===== src/design/rm2q_pkg.sv =====
`timescale 1ns / 1ps
`default_nettype none
package rm2q_pkg;

	// field and datapath widths
	localparam int QW     = 16;
	localparam int AW     = 18;
	localparam int MAG_W  = AW - 1;
	localparam int SQ_W   = 2 * MAG_W;
	localparam int NRM_W  = SQ_W + 2;
	localparam int FRAC   = 28;
	localparam int RAD_W  = 64;
	localparam int ROOT_W = RAD_W / 2;
	localparam int QUO_W  = 16;
	localparam int NUM_W  = MAG_W + FRAC + 3;
	localparam int LANES  = 4;

	localparam logic signed [AW-1:0] Q_ONE = AW'(16384);
	localparam logic signed [QW-1:0] OUT_ONE = QW'(16384);

	typedef enum logic [1:0] {
		BR_TRACE = 2'd0,
		BR_X     = 2'd1,
		BR_Y     = 2'd2,
		BR_Z     = 2'd3
	} branch_t;

	// payload that rides beside the square root
	typedef struct packed {
		logic signed [LANES-1:0][AW-1:0] q;
		branch_t                         branch;
		logic                            degen;
	} sqrt_side_t;

	// payload that rides beside the dividers
	typedef struct packed {
		logic [LANES-1:0] sign;
		branch_t          branch;
		logic             degen;
	} div_side_t;

endpackage
`default_nettype wire


===== src/design/rm2q_isqrt.sv =====
`timescale 1ns / 1ps
`default_nettype none
module rm2q_isqrt #(
	parameter int RAD_W = rm2q_pkg::RAD_W,
	parameter int SW    = 8
) (
	input  wire logic                 clk,
	input  wire logic                 arst_n,
	input  wire logic                 en,
	input  wire logic                 vld_in,
	input  wire logic [RAD_W-1:0]     rad_in,
	input  wire logic [SW-1:0]        side_in,
	output logic                      vld_out,
	output logic [RAD_W/2-1:0]        root_out,
	output logic [SW-1:0]             side_out
);
	localparam int ST = RAD_W / 2;

	logic [RAD_W-1:0] n_s   [0:ST];
	logic [RAD_W-1:0] res_s [0:ST];
	logic [SW-1:0]    side_s[0:ST];
	logic             vld_s [0:ST];

	assign n_s[0]    = rad_in;
	assign res_s[0]  = '0;
	assign side_s[0] = side_in;
	assign vld_s[0]  = vld_in;

	// one result bit per stage
	for (genvar i = 0; i < ST; i++) begin : g_st
		localparam logic [RAD_W-1:0] BIT = RAD_W'(1) << (RAD_W - 2 - 2 * i);
		logic [RAD_W-1:0] trial;
		logic             take;
		assign trial = res_s[i] + BIT;
		assign take  = n_s[i] >= trial;

		always_ff @(posedge clk or negedge arst_n) begin
			if (!arst_n) begin
				vld_s[i+1] <= 1'b0;
			end else if (en) begin
				vld_s[i+1] <= vld_s[i];
			end
		end

		always_ff @(posedge clk) begin
			if (en) begin
				n_s[i+1]    <= take ? n_s[i] - trial : n_s[i];
				res_s[i+1]  <= take ? (res_s[i] >> 1) + BIT : res_s[i] >> 1;
				side_s[i+1] <= side_s[i];
			end
		end
	end

	assign vld_out  = vld_s[ST];
	assign root_out = res_s[ST][RAD_W/2-1:0];
	assign side_out = side_s[ST];
endmodule
`default_nettype wire


===== config.mk =====
export PLATFORM = sky130hd
export DESIGN_NAME = rm2q_isqrt
export DESIGN_NICKNAME = d
export VERILOG_FILES = /design/src/design/rm2q_pkg.sv /design/src/design/rm2q_isqrt.sv
export SDC_FILE = /design/constraint.sdc
export NUM_CORES = 2
export LEC_CHECK = 0
export ABC_AREA = 0
export BUFFER_PORTS_ARGS = -buffer_cell sky130_fd_sc_hd__buf_2
export CAP_MARGIN = 0
export CORE_AREA = 5 5 475 430
export CTS_BUF_LIST = sky130_fd_sc_hd__clkbuf_4 sky130_fd_sc_hd__clkbuf_8
export CTS_CLUSTER_DIAMETER = 120
export DETAILED_ROUTE_END_ITERATION = 8
export DIE_AREA = 0 0 480 435
export GPL_ROUTABILITY_DRIVEN = 1
export MAX_ROUTING_LAYER = met4
export PLACE_DENSITY_LB_ADDON = 0.25
export SLEW_MARGIN = 0
export SYNTH_ARGS = -nofsm -noshare
export SYNTH_HDL_FRONTEND = slang
export SYNTH_SLANG_ARGS = --single-unit

===== constraint.sdc =====
create_clock -name clk -period 5.3 [get_ports clk]
set_clock_uncertainty 0.2 [all_clocks]
set_input_delay 0.795 -clock clk [delete_from_list [all_inputs] [get_ports clk]]
set_output_delay 0.795 -clock clk [all_outputs]
set_load 0.01 [all_outputs]

==> key figures <==
Run status
  – Status: finished, final reports clean

Detailed routing
  – Final WL: roughly 330000 um
  – Post-route antenna net violation count: 0
  – # DRC: 0
  – Drt first-iter violations: 7868
  – Vias: 84600
  – TritonRoute pass-1 iters: 6
  – Routed vias/inst: between 6 and 7
  – Routed WL per cell: roughly 24 um

Floorplanning
  – Die W: 480 um
  – Initial Util: 0.654
  – # IOs: approximately 120
  – Cell row count: between 150 and 200
  – Die area: 209000 um^2
  – Die height: ~440 um
  – Core footprint: 199000 um^2

Final layout
  – Most common cell after layout, fill and taps aside: edfxtp_1
  – Utilization after layout: 0.722
  – Fin cells: about 14000
  – Design area: 144000 um^2
  – Share of post-route cells with drive strength above 1: 0.102
  – Layout net count: roughly 11000
  – Synth-to-Final Area Change: 10.4%
  – Filler cell count: between 10000 and 15000
  – Most frequent cells in the layout: edfxtp_1, nor2_1, a21oi_1, inv_1, nand2_1

Power and ir drop
  – PD cells: 427 nW/um^2
  – Switching share of total power: 0.304
  – Flop pwr share: 0.495
  – Clock Power Share: 0.290
  – Int Power: 42.8 mW
  – VDD IR-drop max: 421 uV
  – Total leakage power: around 54 nW
  – P_sw: approximately 19 mW
  – Combinational power share: 0.215

Place
  – Worst slack, placed: just under 0.08 ns
  – Placed Instances: between 10000 and 15000
  – Gpl congestion: ~1.1
  – Dpl cell area: approximately 130000 um^2
  – # port buffers: roughly 120
  – Detailed-placement wirelength estimate: between 200000 and 250000 um

Yosys
  – Mapped Cells: between 10000 and 15000
  – Yosys reg bits: 2800
  – Synth Flop Type: edfxtp_1
  – Count of warnings emitted by yosys: 0
  – Yosys cell types: 97
  – Number of flops mapped to enable cells by yosys: between 2000 and 3000
  – Sequential fraction of the synthesis area: 0.644
  – Mean Syn Cell Area: around 13 um^2
  – Top cell type's share of synthesized area: 0.638
  – Asr flop ratio synth: 0.0114
  – Mapped Area: 130000 um^2
  – Syn Nets: 10700
  – Synth area leader: edfxtp_1
  – Synth area leaders: edfxtp_1, ha_1, xnor2_1

Timing
  – RSZ-0062 raised after global routing: false
  – Rel. slew slack: 0.177
  – Final Max Slew Viols: 0
  – Peak Freq: between 0.2 and 0.25 GHz
  – Final hold violation count: 0
  – Setup_tns: 0 ns
  – Slew @ Worst Pin: between 1 and 1.5 ns
  – Final period util: 0.926
  – Setup violations, final: 0
  – Final worst path period need: 4.91 ns
  – Post-route setup slack: a little under 0.4 ns

Worst setup path
  – FF-to-FF setup slack: about 0.4 ns
  – Crit-path max cell delay: around 0.75 ns
  – Crit. End Element: register
  – Worst EP arrival: around 5.5 ns
  – R2r worst-path depth: 9
  – Worst setup SP type: register
  – Critical path's slowest cell: a211oi_1
  – Crit-path cells: or4_1 -> or4_1 -> nor2_1 -> nand4_1 -> nor3_2 -> nor4_2 -> a211oi_1 -> nand4_1 -> xnor2_1
  – CP Data Required Time: 5.92 ns
  – Crit path kind: register to register
  – CP max FO: 7
  – Reg-to-reg endpoint: n_s[117]
  – Worst reg2reg startpoint: n_s[170]

Global routing
  – Vias in the first global route: between 80000 and 90000
  – First-pass GRT wire length: just under 500000 um
  – Congestion Overflow GR: 0
  – Gr usage total: 0.319
  – Largest net degree at the start of global routing: 136
  – Initial antenna violation count: 15

CTS
  – Sink Count: 2800
  – Reg clk slew, reported paths: about 0.07 ns
  – Clk buf depth: 4
  – Clk_lat worst skew: about 1.1 ns
  – Number of buffers created by CTS: between 400 and 500
  – CTS root buffer: clkbuf_8
  – H-Tree Level Count: 5
  – TritonCTS clock tree: built

Job
  – Max Cap Viol: 0

Hold path
  – Hold Crit Class: input port to asynchronous set/reset pin
[logic make-up after synthesis]
logic type               synth area share
AND/OR/NAND/NOR                     0.117
buffers and inverters              0.0270
flip-flops                          0.644
adder cells (fa/ha/maj)            0.0536
XOR/XNOR                           0.0597
AO/OA/AOI/OAI                      0.0884
multiplexers                       0.0106
[cell type report]
type	instances	area, um^2	area share
Antenna cell	24	60.1	0.000417
Timing Repair Buffer	312	2480	0.0172
Inverter	713	2680	0.0186
Clock buffer	579	7140	0.0496
Multi-Input combinational cell	6371	43000	0.299
Clock inverter	179	1260	0.00878
Tap cell	2686	3360	0.0234
Sequential cell	2800	83900	0.583
[worst max-delay path by stage]
stage                  start       end  slack (ns)  cells after the start
floorplan           n_s[861]  n_s[830]        1.53                     11
global placement    n_s[170]  n_s[125]        0.05                      9
detailed placement  n_s[170]  n_s[125]        0.08                      9
CTS                 n_s[170]   n_s[77]        0.05                     10
global route        n_s[170]   n_s[81]        0.35                     11
finish              n_s[170]  n_s[117]        0.39                      9
[metrics by stage]
step	hold WS (ns)	power, mW
final	0.134	61.4
after CTS	0.0214	61.4
after floorplan	0.200	38.8
after global placement	0.200	43.4
after global routing	0.108	64.3
after detailed placement	0.205	43.7
[state kept, by name, summed over array words and instances, names as in the netlist]
name,count
n_s,1984
res_s,496
root_out,32
side_out,8
side_s,248
vld_out,1
vld_s,31
[power groups by stage]
| stage | clock [mW] | combinational (mW) | sequential (mW) |
|---|---|---|---|
| final | 17.8 | 13.2 | 30.4 |
| after floorplan | 0 | 9.31 | 29.5 |
| after global routing | 19.2 | 14.5 | 30.6 |
| after detailed placement | 0 | 12.9 | 30.8 |
| after CTS | 18.0 | 13.1 | 30.4 |
| after global placement | 0 | 12.7 | 30.7 |
[metal layers]
layer	share of wire	routed length [um]	GRT usage
met5	0	0	-
met4	0.057	18500	0.158
met3	0.066	21500	0.0464
met2	0.51	165000	0.536
met1	0.37	122000	0.380
[synth_stat cells (22+ instances only)]
library cell     n
a21boi_0        29
nand3b_1        34
clkbuf_1       178
and3_1          49
nor2_1         737
or4_1           80
a31oi_1         50
inv_1          710
or3_1           92
o31ai_1         34
nand4_1        175
nor2b_1         88
dfrtp_1         32
a21o_1         203
xor2_1         406
nand2_1        561
edfxtp_1      2768
a211oi_1        48
nor3_1         269
and2_1          30
a21oi_1        720
nor4b_1         53
xnor2_1        482
o211ai_1        42
a2111oi_0       28
o21a_1          92
mux2_2         113
nand3_1        162
nor3b_1         22
and4_1          26
nand4b_1        22
ha_1           558
nand2b_1        96
or2_2           42
o21bai_1        66
nor4_1         337
o21ai_0        378
[worst max-delay path: cells and delay by family (launching register included)]
| kind | cells | cell delay, ns |
|---|---|---|
| flops | 1 | 0.47 |
| simple gates | 7 | 3.05 |
| xor+xnor | 1 | 0.18 |
| compound gates | 1 | 0.75 |
[timing repair]
action | in CTS | in global routing
setup endpoints to repair | 0 | 19
hold buffers | 75 | 0
endpoints found under the hold margin | 106 | 0
buffers inserted | 0 | 0
gates resized for setup | 0 | 1
No activity file was read; power rests on OpenSTA's default activity.
